--- config.mk ---
export PLATFORM = sky130hd
export DESIGN_NAME = pgm_queue
export DESIGN_NICKNAME = d
export VERILOG_FILES = /design/src/rtl/pgm_pkg.sv /design/src/rtl/pgm_queue.sv
export SDC_FILE = /design/constraint.sdc
export NUM_CORES = 1
export LEC_CHECK = 0
export CAP_MARGIN = 20
export CORE_ASPECT_RATIO = 0.7
export CORE_MARGIN = 10
export CORE_UTILIZATION = 60
export CTS_CLUSTER_SIZE = 14
export DETAILED_ROUTE_END_ITERATION = 8
export DONT_BUFFER_PORTS = 1
export GPL_ROUTABILITY_DRIVEN = 0
export PLACE_DENSITY = 0.76
export SLEW_MARGIN = 20
export SYNTH_ARGS = -nofsm -noshare
export SYNTH_HDL_FRONTEND = slang
export SYNTH_SLANG_ARGS = --single-unit
--- constraint.sdc ---
create_clock -name clock -period 2.2 [get_ports clock]
set_input_delay 0.33 -clock clock [delete_from_list [all_inputs] [get_ports clock]]
set_output_delay 0.33 -clock clock [all_outputs]
set_load 0.01 [all_outputs]
--- src/rtl/pgm_pkg.sv ---
// ----------------------------------------------------------------------------
// pgm_pkg
// Shared types, widths and constants of the Prewitt gradient magnitude block.
// ----------------------------------------------------------------------------
package pgm_pkg;

   localparam int PIX_W     = 8;
   localparam int GRAD_W    = 11;
   localparam int SQ_W      = 20;
   localparam int SUM_W     = 21;
   localparam int ROOT_IN_W = 16;
   localparam int ROOT_ST_W = ROOT_IN_W + 2;
   localparam int ROOT_STEPS = ROOT_IN_W / 4;
   localparam int CFG_W     = 12;
   localparam int CSR_IDX_W = 2;

   localparam int Q_DEPTH   = 4;
   localparam int Q_PTR_W   = $clog2(Q_DEPTH);
   localparam int Q_LVL_W   = $clog2(Q_DEPTH + 1);

   localparam logic [CSR_IDX_W-1:0] REG_WIDTH  = 2'd0;
   localparam logic [CSR_IDX_W-1:0] REG_HEIGHT = 2'd1;

   localparam logic [PIX_W-1:0] MAG_MAX = 8'd255;

   // Starting weights of the upper and lower halves of the square root.
   localparam logic [ROOT_ST_W-1:0] ROOT_ONE_HI = ROOT_ST_W'(1) << (ROOT_IN_W - 2);
   localparam logic [ROOT_ST_W-1:0] ROOT_ONE_LO = ROOT_ST_W'(1) << (ROOT_IN_W / 2 - 2);

   // One queued gradient pair with its position marks.
   typedef struct packed {
      logic signed [GRAD_W-1:0] gx;
      logic signed [GRAD_W-1:0] gy;
      logic                     row_end;
      logic                     frame_end;
   } pgm_grad_type;

   // Partial square root: the remainder and the root built so far.
   typedef struct packed {
      logic [ROOT_ST_W-1:0] op;
      logic [ROOT_ST_W-1:0] res;
   } pgm_root_type;

   // Half of an integer square root of a 16-bit value: four result bits,
   // starting at the given weight.
   function automatic pgm_root_type isqrt_half(input pgm_root_type st_in,
                                               input logic [ROOT_ST_W-1:0] one_in);
      pgm_root_type         st;
      logic [ROOT_ST_W-1:0] one;
      logic [ROOT_ST_W-1:0] t;
      st  = st_in;
      one = one_in;
      for (int i = 0; i < ROOT_STEPS; i++) begin
         t = st.res + one;
         if (st.op >= t) begin
            st.op  = st.op - t;
            st.res = (st.res >> 1) + one;
         end else begin
            st.res = st.res >> 1;
         end
         one = one >> 2;
      end
      return st;
   endfunction

endpackage

--- src/rtl/pgm_queue.sv ---
// ----------------------------------------------------------------------------
// pgm_queue
// Short first-in first-out queue of gradient pairs between the front and
// back parts.
// ----------------------------------------------------------------------------
module pgm_queue (
   input  logic                         clock,
   input  logic                         reset,
   input  logic                         push,
   input  pgm_pkg::pgm_grad_type        push_data,
   input  logic                         pop,
   output logic                         pop_valid,
   output pgm_pkg::pgm_grad_type        pop_data,
   output logic [pgm_pkg::Q_LVL_W-1:0]  level
);
   import pgm_pkg::*;

   pgm_grad_type       entries_ff [Q_DEPTH];
   logic [Q_PTR_W-1:0] wr_ptr_ff;
   logic [Q_PTR_W-1:0] rd_ptr_ff;
   logic [Q_LVL_W-1:0] count_ff;

   assign pop_valid = (count_ff != '0);
   assign pop_data  = entries_ff[rd_ptr_ff];
   assign level     = count_ff;

   always_ff @(posedge clock) begin
      if (push) begin
         entries_ff[wr_ptr_ff] <= push_data;
      end
   end

   always_ff @(posedge clock) begin
      if (reset) begin
         wr_ptr_ff <= '0;
         rd_ptr_ff <= '0;
         count_ff  <= '0;
      end else begin
         if (push) begin
            wr_ptr_ff <= wr_ptr_ff + Q_PTR_W'(1);
         end
         if (pop) begin
            rd_ptr_ff <= rd_ptr_ff + Q_PTR_W'(1);
         end
         count_ff <= count_ff + Q_LVL_W'(push) - Q_LVL_W'(pop);
      end
   end

   a_no_overflow: assert property (@(posedge clock) disable iff (reset)
      push |-> (count_ff != Q_LVL_W'(Q_DEPTH)))
      else $error("push into a full queue");

   a_no_underflow: assert property (@(posedge clock) disable iff (reset)
      pop |-> pop_valid)
      else $error("pop from an empty queue");

endmodule

---- Word level (Yosys, flattened, before mapping) ----
Memory sizes are Yosys's and may differ from the RTL's. A register that Yosys moved wholly into a read port is not among the register bits.
Cells that the tools add are included.
storage, ports and cells
  bits in writable memories ............... 96
  memories ................................ 1
  register bits ........................... 7
  logic and storage cells ................. 13
  output and inout port bits .............. 28
memories
  name        depth  width  rd ports  clocked after Yosys merged registers in  write ports  line             text
  entries_ff  4      24     1         1                                        1            pgm_queue.sv:18  pgm_grad_type entries_ff [Q_DEPTH];
operators by class
  add/sub/neg operators ................... 4
  mux-type cells .......................... 4
  reductions and logical operators ........ 1
operators by type and width
  operator             number
  $add 2x1->2 const B  2
  $mux 2               2
  $add 3x1->3          1
  $reduce_bool 3->1    1
  $sub 3x1->3          1
  $mux 1               2

---- Logic depth before layout (Yosys ltp) ----
  depth in word-level cells ............... 3
  gate-level depth with buffers ........... 7
  gate-level depth less buffers ........... 7

---- Least setup slack after synthesis ----
Ideal clock, no wire load.
  path type ............................... register -> register
  from .................................... register count_ff[0] (netlist: level[0])
  to ...................................... register count_ff[2] (netlist: level[2])
  stages on the path, launching flop included .. 8
  required time ........................... 2.136 ns
  buffers on the path ..................... 0
  arrival time ............................ 1.674 ns
  path slack .............................. 0.462 ns
  setup time .............................. 0.064 ns
  clock period less this slack ............ 1.738 ns
  cells stage by stage .................... dfxtp_1 inv_1 ha_1 inv_1 ha_1 fa_1 xor3_1 nor2_1
between the ends
  longest elaborated chain between the ends .. 2
RTL lines
  item                    line             text
  start, declared         pgm_queue.sv:21  logic [Q_LVL_W-1:0] count_ff;
  start signal, assigned  pgm_queue.sv:45  count_ff <= count_ff + Q_LVL_W'(push) - Q_LVL_W'(pop);
  $add 3x1->3             pgm_queue.sv:45
  $sub 3x1->3             pgm_queue.sv:45
Every way passes these cells.
A chain may end at the register's enable or synchronous reset.

==> results by group <==
Timing
  – Final TNS setup: 0 ps
  – Hold Violations, Final: 0
  – Fmax: 528 MHz
  – Final setup vio count: 0
  – Worst slew pin tran: 510 ps
  – Fin crit share: 86.0%
  – Post-route minimum period: 1890 ps
  – Max-slew headroom: 66.0%
  – RSZ-0062 raised after global routing: false
  – Post-route setup slack: 307 ps
  – Max-slew violations: 0
  – Layout Skew: 3.25 ps

Layout
  – Ant. Diodes: 0
  – Area growth syn-to-layout: 6.90%
  – Layout cell share with drive strength beyond 1: 23.2%
  – Filler cells: 397
  – Footprint of the multi-input gates: 787 um^2
  – Storage element area: 0.00306 mm^2
  – Nets: 215

Synth
  – Area contributors post-synth: edfxtp_1 (73%), mux4_2 (11%), dfxtp_1 (4.6%)
  – Yosys reg bits: 105
  – Commonest cells post-synth: edfxtp_1 (96), mux4_2 (20), dfxtp_1 (9)
  – Synthesized instance count: 167
  – Synth Warn #: 0
  – Post-synth EDFFs: 96
  – Async S/R FF share, synth: 0%
  – Syn Area/Cell: 23.6 um^2
  – Mapped Nets: 202
  – Top-count cell post-synth: edfxtp_1
  – Post-synthesis cell area: 0.00394 mm^2
  – Post-synthesis sequential area ratio: 77.8%
  – Synth cell types: 21
  – Post-synth top area cell: edfxtp_1
  – Top cell type's share of synthesized area: 73.2%
  – Ys flop type: edfxtp_1

Setup path
  – Crit end category: primary output
  – WP buf/inv: 1
  – Slowest CP cell: mux4_1
  – Crit path arrival time: 1560 ps
  – Worst path required time: 1870 ps
  – Setup CP Type: register to primary output
  – CP top delay family: multiplexers
  – Worst setup SP type: register
  – CP Max Fanout: 24
  – CP cell instances: buf_12 > mux4_1
  – Max incr delay on CP: 650 ps
  – FF-to-FF setup slack: 350 ps

Place
  – HPWL after detailed placement: 4.41 mm
  – Pre-CTS setup slack: 351 ps
  – IO Port Bufs: 0

Pwr
  – Clock network fraction of total power: 27.0%
  – P_sw: 0.824 mW
  – Worst vdd ir: 0.652 mV
  – Leak: 1.36 nW
  – Sequential power share: 63.1%
  – Switch share: 22.2%
  – PD cells: 880 mW/mm^2
  – Share of power burned in combinational logic: 9.9%
  – Pint: 2.88 mW

Flow run
  – Max-Cap Viols: 0

Global routing
  – Number of global-route vias before repair: 1689
  – Antenna violations before repair: 0
  – First-pass GRT wire length: 9.85 mm
  – All-Layer GR Usage: 13.1%
  – GRT overflow: 0
  – Largest net degree at the start of global routing: 25

Route
  – DRC Markers: 0
  – Post-DR vias/cell: 6.05
  – Final ANT Viol Nets: 0
  – Mean routed wirelength per cell: 24.1 um
  – Initial drt markers: 47
  – First-pass iteration count of the detailed router: 4
  – Vias: 1591
  – DRT Wirelength: 6.34 mm

Floorplanning
  – Num rows: 24
  – Core area: 0.00631 mm^2
  – Die Wd: 117 um
  – Die area: 0.0103 mm^2
  – I/O pin cnt: 56
  – Starting density of the core: 62.4%
  – Die span in y: 87.8 um

Worst hold path
  – Hold crit path type: input pin to register

CTS
  – CTS clk-pin slew, worst paths: 90 ps
  – CTS Buf Count: 9
  – CTS hold repair buffers: 0
  – Setup Fix Bufs, Post-CTS: 0
  – H-tree depth: 3
  – Clk_lat worst skew: 340 ps
  – Clock Path Buffers: 2
  – Clock Sinks: 105
  – Post-CTS sizing: 0
  – CTS tree: yes
  – CTS root buf: clkbuf_8

Outcome
  – Status: finished clean
-- power groups by stage --
stage               logic (mW)  clock network, mW  registers (mW)
floorplan                0.312                  0            2.37
global placement         0.365                  0            2.38
detailed placement       0.377                  0            2.39
CTS                      0.380               1.03            2.34
global route             0.404               1.10            2.35
finish                   0.368               1.00            2.34
-- stage by stage --
step / std cells / utilization, % / power (mW) / area, um^2 / hold slack, ps
floorplan: 167 / - / 2.68 / 3940 / 402
global placement: 247 / 64.1 / 2.74 / 4040 / 401
detailed placement: 247 / 64.1 / 2.76 / 4040 / 404
CTS: 263 / 66.7 / 3.75 / 4210 / 28.1
global route: 263 / 66.7 / 3.86 / 4210 / 8.83
finish: 263 / 66.7 / 3.70 / 4210 / 40.1
-- cells by family (layout without fill, tap and decap cells) --
family | after synthesis | count (layout) | share of synthesized area [%]
XOR/XNOR | 3 | 3 | 1.05
flip-flops | 105 | 105 | 77.8
adder cells (fa/ha/maj) | 7 | 7 | 2.41
AND/OR/NAND/NOR | 13 | 13 | 1.78
multiplexers | 25 | 25 | 14.4
buffers and inverters | 12 | 30 | 2.22
AO/OA/AOI/OAI | 2 | 2 | 0.381
-- placed cells by master, fill, tap and decap left out --
cell type and instances:
clkbuf_8 9, a21oi_1 1, or3_1 1, nand3b_1 1, xnor2_1 2, ha_1 6
nor2_1 5, inv_1 6, clkbuf_1 3, mux4_2 20, dfxtp_2 1, mux2i_1 1
and2_1 4, edfxtp_1 96, nor2b_1 2, mux4_1 4, dfxtp_1 8, a21bo_2 1
fa_1 1, buf_12 1, clkinv_2 1, clkinv_4 2, clkinvlp_4 1, buf_4 7
xor3_1 1
-- final cells by class --
type | count | area share [%]
Clock buffer | 12 | 3.21
Clock inverter | 4 | 0.713
Inverter | 6 | 0.535
Multi-Input combinational cell | 50 | 18.7
Sequential cell | 105 | 72.8
Tap cell | 78 | 2.32
Timing Repair Buffer | 8 | 1.72
-- worst paths after layout --
kind / startpoint / to / cells past startpoint
worst max-delay path: register / pop_data[2] / 2
worst min register to register: rd_ptr_ff[0] / rd_ptr_ff[1] / 2
worst min-delay path: reset / register / 1
worst max register to register: level[0] / level[2] / 7
-- state kept, by name, indices dropped and copies added, names as in the netlist, named ones only --
name / count
entries_ff: 96
level: 3
rd_ptr_ff: 2
wr_ptr_ff: 2
-- per-layer routing --
metal  vias up  share of wire (%)  wire length (um)  GRT usage (%)
met5         -                  0                 0              0
met4         0                1.1                72           3.80
met3         9                9.6               612           6.63
met2        49                 50              3180           21.2
met1       829                 39              2480           15.2
li1        704                  -                 -              -
Note: power is estimated with default switching activity, not from simulation.
