### config.mk
export PLATFORM = sky130hd
export DESIGN_NAME = pgm_back
export DESIGN_NICKNAME = d
export VERILOG_FILES = /design/src/rtl/pgm_pkg.sv /design/src/rtl/pgm_back.sv
export SDC_FILE = /design/constraint.sdc
export NUM_CORES = 1
export LEC_CHECK = 0
export CORE_MARGIN = 4
export CORE_UTILIZATION = 60
export DETAILED_ROUTE_END_ITERATION = 6
export DONT_BUFFER_PORTS = 1
export PLACE_DENSITY = 0.76
export SLEW_MARGIN = 20
export SYNTH_ARGS = -nofsm -noshare
export SYNTH_HDL_FRONTEND = slang
export SYNTH_SLANG_ARGS = --single-unit
export TNS_END_PERCENT = 100
### constraint.sdc
create_clock -name clock -period 7.5 [get_ports clock]
set_input_delay 1.125 -clock clock [delete_from_list [all_inputs] [get_ports clock]]
set_output_delay 1.125 -clock clock [all_outputs]
set_load 0.01 [all_outputs]
### src/rtl/pgm_pkg.sv
// ----------------------------------------------------------------------------
// pgm_pkg
// Shared types, widths and constants of the Prewitt gradient magnitude block.
// ----------------------------------------------------------------------------
package pgm_pkg;

   localparam int PIX_W     = 8;
   localparam int GRAD_W    = 11;
   localparam int SQ_W      = 20;
   localparam int SUM_W     = 21;
   localparam int ROOT_IN_W = 16;
   localparam int ROOT_ST_W = ROOT_IN_W + 2;
   localparam int ROOT_STEPS = ROOT_IN_W / 4;
   localparam int CFG_W     = 12;
   localparam int CSR_IDX_W = 2;

   localparam int Q_DEPTH   = 4;
   localparam int Q_PTR_W   = $clog2(Q_DEPTH);
   localparam int Q_LVL_W   = $clog2(Q_DEPTH + 1);

   localparam logic [CSR_IDX_W-1:0] REG_WIDTH  = 2'd0;
   localparam logic [CSR_IDX_W-1:0] REG_HEIGHT = 2'd1;

   localparam logic [PIX_W-1:0] MAG_MAX = 8'd255;

   // Starting weights of the upper and lower halves of the square root.
   localparam logic [ROOT_ST_W-1:0] ROOT_ONE_HI = ROOT_ST_W'(1) << (ROOT_IN_W - 2);
   localparam logic [ROOT_ST_W-1:0] ROOT_ONE_LO = ROOT_ST_W'(1) << (ROOT_IN_W / 2 - 2);

   // One queued gradient pair with its position marks.
   typedef struct packed {
      logic signed [GRAD_W-1:0] gx;
      logic signed [GRAD_W-1:0] gy;
      logic                     row_end;
      logic                     frame_end;
   } pgm_grad_type;

   // Partial square root: the remainder and the root built so far.
   typedef struct packed {
      logic [ROOT_ST_W-1:0] op;
      logic [ROOT_ST_W-1:0] res;
   } pgm_root_type;

   // Half of an integer square root of a 16-bit value: four result bits,
   // starting at the given weight.
   function automatic pgm_root_type isqrt_half(input pgm_root_type st_in,
                                               input logic [ROOT_ST_W-1:0] one_in);
      pgm_root_type         st;
      logic [ROOT_ST_W-1:0] one;
      logic [ROOT_ST_W-1:0] t;
      st  = st_in;
      one = one_in;
      for (int i = 0; i < ROOT_STEPS; i++) begin
         t = st.res + one;
         if (st.op >= t) begin
            st.op  = st.op - t;
            st.res = (st.res >> 1) + one;
         end else begin
            st.res = st.res >> 1;
         end
         one = one >> 2;
      end
      return st;
   endfunction

endpackage

### src/rtl/pgm_back.sv
// ----------------------------------------------------------------------------
// pgm_back
// Four-stage pipeline: squares the gradients, sums and saturates, then takes
// the integer square root over two stages into the result register.
// ----------------------------------------------------------------------------
module pgm_back (
   input  logic                         clock,
   input  logic                         reset,
   input  logic                         q_valid,
   input  pgm_pkg::pgm_grad_type        q_data,
   output logic                         pop,
   output logic                         rsp_valid,
   input  logic                         rsp_stall,
   output logic [pgm_pkg::PIX_W-1:0]    rsp_magnitude,
   output logic                         rsp_row_end,
   output logic                         rsp_frame_end
);
   import pgm_pkg::*;

   logic signed [2*GRAD_W-1:0] sq_x_full, sq_y_full;
   logic [SUM_W-1:0]           sum;

   logic                 v1_ff, v2_ff, v3_ff, v4_ff;
   logic                 en1, en2, en3, en4;
   logic [SQ_W-1:0]      sq_x_ff, sq_y_ff;
   logic                 re1_ff, fe1_ff;
   logic                 sat_ff;
   logic [ROOT_IN_W-1:0] sum_ff;
   logic                 re2_ff, fe2_ff;
   pgm_root_type         root_init, root_lo;
   pgm_root_type         root_ff;
   logic                 sat3_ff;
   logic                 re3_ff, fe3_ff;
   logic [PIX_W-1:0]     mag_ff;
   logic                 re4_ff, fe4_ff;

   assign en4 = !v4_ff || !rsp_stall;
   assign en3 = !v3_ff || en4;
   assign en2 = !v2_ff || en3;
   assign en1 = !v1_ff || en2;
   assign pop = q_valid && en1;

   assign sq_x_full = q_data.gx * q_data.gx;
   assign sq_y_full = q_data.gy * q_data.gy;
   assign sum       = {1'b0, sq_x_ff} + {1'b0, sq_y_ff};

   assign root_init.op  = {2'b00, sum_ff};
   assign root_init.res = '0;
   assign root_lo       = isqrt_half(root_ff, ROOT_ONE_LO);

   always_ff @(posedge clock) begin
      if (reset) begin
         v1_ff <= 1'b0;
         v2_ff <= 1'b0;
         v3_ff <= 1'b0;
         v4_ff <= 1'b0;
      end else begin
         if (en1) v1_ff <= q_valid;
         if (en2) v2_ff <= v1_ff;
         if (en3) v3_ff <= v2_ff;
         if (en4) v4_ff <= v3_ff;
      end
   end

   always_ff @(posedge clock) begin
      if (en1) begin
         sq_x_ff <= sq_x_full[SQ_W-1:0];
         sq_y_ff <= sq_y_full[SQ_W-1:0];
         re1_ff  <= q_data.row_end;
         fe1_ff  <= q_data.frame_end;
      end
      if (en2) begin
         sat_ff <= |sum[SUM_W-1:ROOT_IN_W];
         sum_ff <= sum[ROOT_IN_W-1:0];
         re2_ff <= re1_ff;
         fe2_ff <= fe1_ff;
      end
      if (en3) begin
         root_ff <= isqrt_half(root_init, ROOT_ONE_HI);
         sat3_ff <= sat_ff;
         re3_ff  <= re2_ff;
         fe3_ff  <= fe2_ff;
      end
      if (en4) begin
         mag_ff <= sat3_ff ? MAG_MAX : root_lo.res[PIX_W-1:0];
         re4_ff <= re3_ff;
         fe4_ff <= fe3_ff;
      end
   end

   assign rsp_valid     = v4_ff;
   assign rsp_magnitude = mag_ff;
   assign rsp_row_end   = re4_ff;
   assign rsp_frame_end = fe4_ff;

   a_frame_end_on_row_end: assert property (@(posedge clock) disable iff (reset)
      (v4_ff && fe4_ff) |-> re4_ff)
      else $error("frame end marked without row end");

endmodule
-- Word-level counts from Yosys, hierarchy flattened
Index checks and enable logic that the tools add are counted.
- $mul: 2
- $lt $le $gt $ge: 8
- reductions and logical operators: 11
- add/sub/neg operators: 22
- mux-type cells: 21
- operator list (cell ; number):
    18-bit two-way mux ; 18
    18-bit >= comparator ; 7
    18-bit subtractor ; 6
    11-bit by 11-bit multiplier with 20-bit output ; 2
    20-bit by 20-bit adder with 21-bit output ; 1
    17-bit by 11-bit adder with 18-bit output (second input constant) ; 1
    17-bit by 13-bit adder with 18-bit output (second input constant) ; 1
    17-bit by 3-bit adder with 18-bit output (second input constant) ; 1
    17-bit by 5-bit adder with 18-bit output (second input constant) ; 1
    17-bit by 7-bit adder with 18-bit output (second input constant) ; 1
    17-bit by 9-bit adder with 18-bit output (second input constant) ; 1
    18-bit by 1-bit adder with 18-bit output (second input constant) ; 1
    18-bit by 11-bit adder with 18-bit output (second input constant) ; 1
    18-bit by 13-bit adder with 18-bit output (second input constant) ; 1
    18-bit by 3-bit adder with 18-bit output (second input constant) ; 1
    18-bit by 5-bit adder with 18-bit output (second input constant) ; 1
    18-bit by 7-bit adder with 18-bit output (second input constant) ; 1
    18-bit by 9-bit adder with 18-bit output (second input constant) ; 1
    17-bit two-way mux ; 1
    16-bit by 15-bit subtractor with 17-bit output (second input constant) ; 1
    16-bit by 15-bit >= comparator with 1-bit output (second input constant) ; 1
    15-bit two-way mux ; 1
    8-bit by 1-bit adder with 8-bit output (second input constant) ; 1
    8-bit two-way mux ; 1
    other kinds (4) ; 11
- output and inout port bits: 12
- input port bits: 28
- register bits: 114
- logic and storage cells: 85

-- Longest topological paths before layout
- word-level depth: 15
- mapped depth: 36
- gate-level depth less buffers: 32

-- Least setup slack after synthesis
No wires, ideal clock.
- path kind: register to register
- start: register root_ff[9] in the netlist's numbering
- end: register mag_ff[0], in the netlist rsp_magnitude[0], data pin
- setup slack: 540 ps
- stages on the path, launching flop included: 34
- setup time: 268 ps
- required time: 7232 ps
- arrival time: 6692 ps
- cell sequence: edfxtp_1 > inv_1 > ha_1 > clkbuf_1 > and4b_1 > a41oi_4 > nand4_4 > clkbuf_1 > nor2_1 > a21oi_1 > ha_1 > a21oi_1 > nor2b_1 > o21ai_0 > nand2b_1 > a21oi_1 > nand3_4 > clkinv_2 > clkbuf_1 > o21ai_0 > ha_1 > a21o_1 > a21o_1 > a221oi_1 > nand2_1 > or4_4 > buf_6 > mux2_1 > ha_1 > a21o_1 > nand2_1 > o22ai_1 > o21ai_0 > nand4_1
- cells in the longest elaborated chain, start to end: 12
- elaborated cells on any way between the ends: 22
- classes of those cells: add/sub: 11; order compare: 4; mux: 7
- RTL lines (what ; line ; source):
    start: declaration ; pgm_back.sv:31 ; pgm_root_type root_ff;
    start signal: assignment ; pgm_back.sv:79 ; root_ff <= isqrt_half(root_init, ROOT_ONE_HI);
    18-bit by 7-bit adder with 18-bit output ; pgm_pkg.sv:54 ; t = st.res + one;
    18-bit >= comparator ; pgm_pkg.sv:55 ; if (st.op >= t) begin
    18-bit two-way mux ; pgm_pkg.sv:55 ;
    18-bit by 5-bit adder with 18-bit output ; pgm_pkg.sv:54 ;
    18-bit >= comparator ; pgm_pkg.sv:55 ;
    18-bit two-way mux ; pgm_pkg.sv:55 ;
    18-bit by 3-bit adder with 18-bit output ; pgm_pkg.sv:54 ;
    18-bit >= comparator ; pgm_pkg.sv:55 ;
    18-bit two-way mux ; pgm_pkg.sv:55 ;
    18-bit by 1-bit adder with 18-bit output ; pgm_pkg.sv:54 ;
    18-bit >= comparator ; pgm_pkg.sv:55 ;
    8-bit two-way mux (*) ; pgm_pkg.sv:55 ;
    end signal: assignment ; pgm_back.sv:85 ; mag_ff <= sat3_ff ? MAG_MAX : root_lo.res[PIX_W-1:0];
    end: declaration ; pgm_back.sv:34 ; logic [PIX_W-1:0] mag_ff;
Every way passes the cells marked *; elsewhere a longest branch is shown, timed or not.
A chain may end at the register's enable or synchronous reset.

-- Final worst setup path
- start: register root_ff[11] in the netlist's numbering
- end: register mag_ff[0], in the netlist rsp_magnitude[0], data pin
Same word-level chain as after synthesis.

==> out/results.ini <==
[cells_and_area]
fill_cells = 1902
area_delta_synth_final_pct = 4.39
final_area_um2 = 14900
fin_cells = 1761
mostFrequentLayoutCells = 252 x inv_1, 192 x fa_1, 146 x ha_1, 94 x edfxtp_1, 89 x and2_1
final_nets = 1804
final_common_cell = inv_1
drive_gt1_share_pct = 4.23
antenna_cells = 0

[route]
antenna_left = 0
drt_first_pass_iters = 4
viasPerCell = 5.60
dr.first_iter.drc_count = 436
vias = 9861
avgRoutedWirePerCell_um = 15.7
routed_wl_um = 27700
drc = 0

[logic_synthesis]
synth_cell_types = 83
ys_seq_area_share_pct = 20.3
synthArstFlopShare_pct = 0
syn_area_um2 = 14300
synth_edf_count = 94
avgSynthCellArea_um2 = 9.83
ys_seq_elements = 98
ys_warn_count = 0
syn_inst = 1455
ys.flop_type = edfxtp_1
synth_nets = 1821

[place]
gp_congestion = 0.863
post-dp-hpwl_um = 23100
place_area_um2 = 14600
portBuffers = 0
dp_cells = 1737

[grt]
antenna_found_initial = 0
grt_pass1_wl_um = 48000
grt.total_usage_pct = 22.2
met1_usage_pct = 26.4
grt_start_max_net_pins = 42
top_usage_layer = met2
global_route.usage.met2_pct = 43.0
use_met3_pct = 2.56
gr-total-overflow = 0
grt_pass1_vias = 10500

[clock_network]
ctsRootBufferMaster = clkbuf_16
clock-sinks = 98
cts_made_buffers = 9
clock_path_buffers = 2
clk_latency_ns = 0.34
cts.clk_slew.worst_paths_ns = 0.07
cts_max_level = 3
holdBufCountCts = 0
cts_tree = done

[setup_path]
end_kind = register
crit_type = register to register
crit_slowest_cell = or4_4
critical_path_required_ns = 7.58
path_max_fanout = 12
r2r_slack_ns = 0.50
cp.arrival_ns = 7.08
startpoint_type = register
r2r-start = root_ff[11]$_DFFE_PP_
reg2reg_to = rsp_magnitude[0]$_SDFFCE_PP1P_
crit_top_cell = ha_1
reg2reg_depth = 33
cpPeakStageDelay_ns = 0.66

[die]
core_um2 = 23500
die_height_um = 162
die_x_um = 162
dieArea_um2 = 26400
initial_core_util_pct = 60.9
num_io_pins = 40
rows = 56

[hold_path]
hold_start = fe1_ff$_DFFE_PN_
whs_path_depth = 0
min_path_type = register to register
whs_endpoint = fe2_ff$_DFFE_PP_

[sta]
timing.fmax_ghz = 0.143
setup_viol = 0
post-route-min-period_ns = 7.00
hold_viol = 0
fin_skew_ns = 0.00633
slew_headroom_pct = 31.3
timing.setup.tns_ns = 0
slew_violations = 0
fin_crit_sh_pct = 93.4
hold_ws_ns = 0.421
worst_pin_slew_ns = 1.03

[flow_run]
drv_cap = 0

[status]
outcome = completed

[per-layer routing]
metal / up-vias / routed length (µm)
li1: 4774 / -
met1: 4923 / 11300
met2: 126 / 15500
met3: 38 / 520
met4: 0 / 414
met5: - / 0
[final cells by class]
class | count | area, µm² | share of cell area [%]
Timing Repair Buffer | 10 | 75.1 | 0.503
Clock inverter | 6 | 41.3 | 0.277
Multi-Input combinational cell | 1062 | 10300 | 69.1
Sequential cell | 98 | 2900 | 19.5
Clock buffer | 9 | 225 | 1.51
Tap cell | 319 | 399 | 2.67
Inverter | 257 | 972 | 6.51
[state kept, by name (all words and copies together), names as in the netlist, 8 cells and up]
register and cells:
rsp_magnitude 8, sum_ff 16, sq_x_ff 19, sq_y_ff 19, root_ff 22
[logic make-up (layout without fill, tap and decap cells)]
| kind of cell | Yosys count | count (layout) | share of synthesized area, % |
|---|---|---|---|
| xor gates and xnor gates | 94 | 94 | 5.76 |
| adders and majority gates | 338 | 338 | 39.7 |
| and+or+nand+nor | 381 | 382 | 14.1 |
| DFF | 98 | 98 | 20.3 |
| AOI/OAI and AO/OA | 230 | 230 | 10.9 |
| muxes | 18 | 18 | 1.30 |
| buffers and inverters | 296 | 282 | 7.95 |
[how the worst max path moves through the flow]
stage                                from  slack (ns)                        endpoint
finish              root_ff[11]$_DFFE_PP_        0.50  rsp_magnitude[0]$_SDFFCE_PP1P_
global route        root_ff[11]$_DFFE_PP_       -0.04  rsp_magnitude[0]$_SDFFCE_PP1P_
CTS                  root_ff[9]$_DFFE_PP_        0.06  rsp_magnitude[0]$_SDFFCE_PP1P_
detailed placement   root_ff[9]$_DFFE_PP_        0.08  rsp_magnitude[0]$_SDFFCE_PP1P_
global placement     root_ff[9]$_DFFE_PP_        0.30  rsp_magnitude[0]$_SDFFCE_PP1P_
floorplan            root_ff[9]$_DFFE_PP_        0.54  rsp_magnitude[0]$_SDFFCE_PP1P_
[worst max-delay path: cells and delay by family, from the launching register on]
kind | cells | cell delay (ns)
DFF | 1 | 0.38
muxes | 3 | 0.77
AOI/OAI and AO/OA | 7 | 1.04
xor gates and xnor gates | 1 | 0.16
buffers and inverters | 4 | 0.65
and+or+nand+nor | 14 | 2.42
adders and majority gates | 4 | 1.31
[Yosys cell counts (3+ instances only)]
cell type  number  share of area [%]
inv_1         252                6.6
fa_1          192                 27
ha_1          146                 13
edfxtp_1       94                 20
and2_1         89                3.9
nand2_1        85                2.2
nor2_1         72                1.9
xnor2_1        70                4.3
a21oi_1        63                2.2
o21ai_0        41                1.4
clkbuf_1       33               0.87
nor3_1         26               0.91
a21o_1         24                1.3
xor2_1         24                1.5
nand3_1        19               0.67
nor2b_1        19               0.83
nand2b_1       17               0.74
mux2i_1        13               0.91
a21boi_0       12               0.63
a211oi_1       10               0.53
and3_1          8               0.35
nand4_1         8               0.35
o21bai_1        7               0.37
or2_2           7               0.31
a31oi_1         6               0.26
o211ai_1        6               0.32
o21ai_1         6               0.21
nor3b_1         5               0.26
nor4_1          5               0.22
o21a_1          5               0.26
o311ai_0        5               0.31
o31ai_1         5               0.26
a211o_1         4               0.25
and4_1          4               0.25
dfxtp_1         4               0.56
buf_2           3               0.10
inv_2           3              0.079
mux2_1          3               0.24
o31a_1          3               0.18
or3_1           3               0.13
[timing repair]
item | CTS | global route
endpoints found under the hold margin | 0 | 0
endpoints found under the setup margin | 0 | 1
gates resized for setup | 0 | 9
buffers inserted | 0 | 7
[stage by stage]
stage                     util, %  setup WS, ns
final                        63.6         0.496
after global routing         63.6       -0.0396
after CTS                    63.1        0.0582
after detailed placement     62.0        0.0828
after global placement       62.0         0.300
after floorplan                 -         0.540
Power is not shown: default switching activity piles up to over one toggle a cycle in this logic, so the estimate is an artifact.
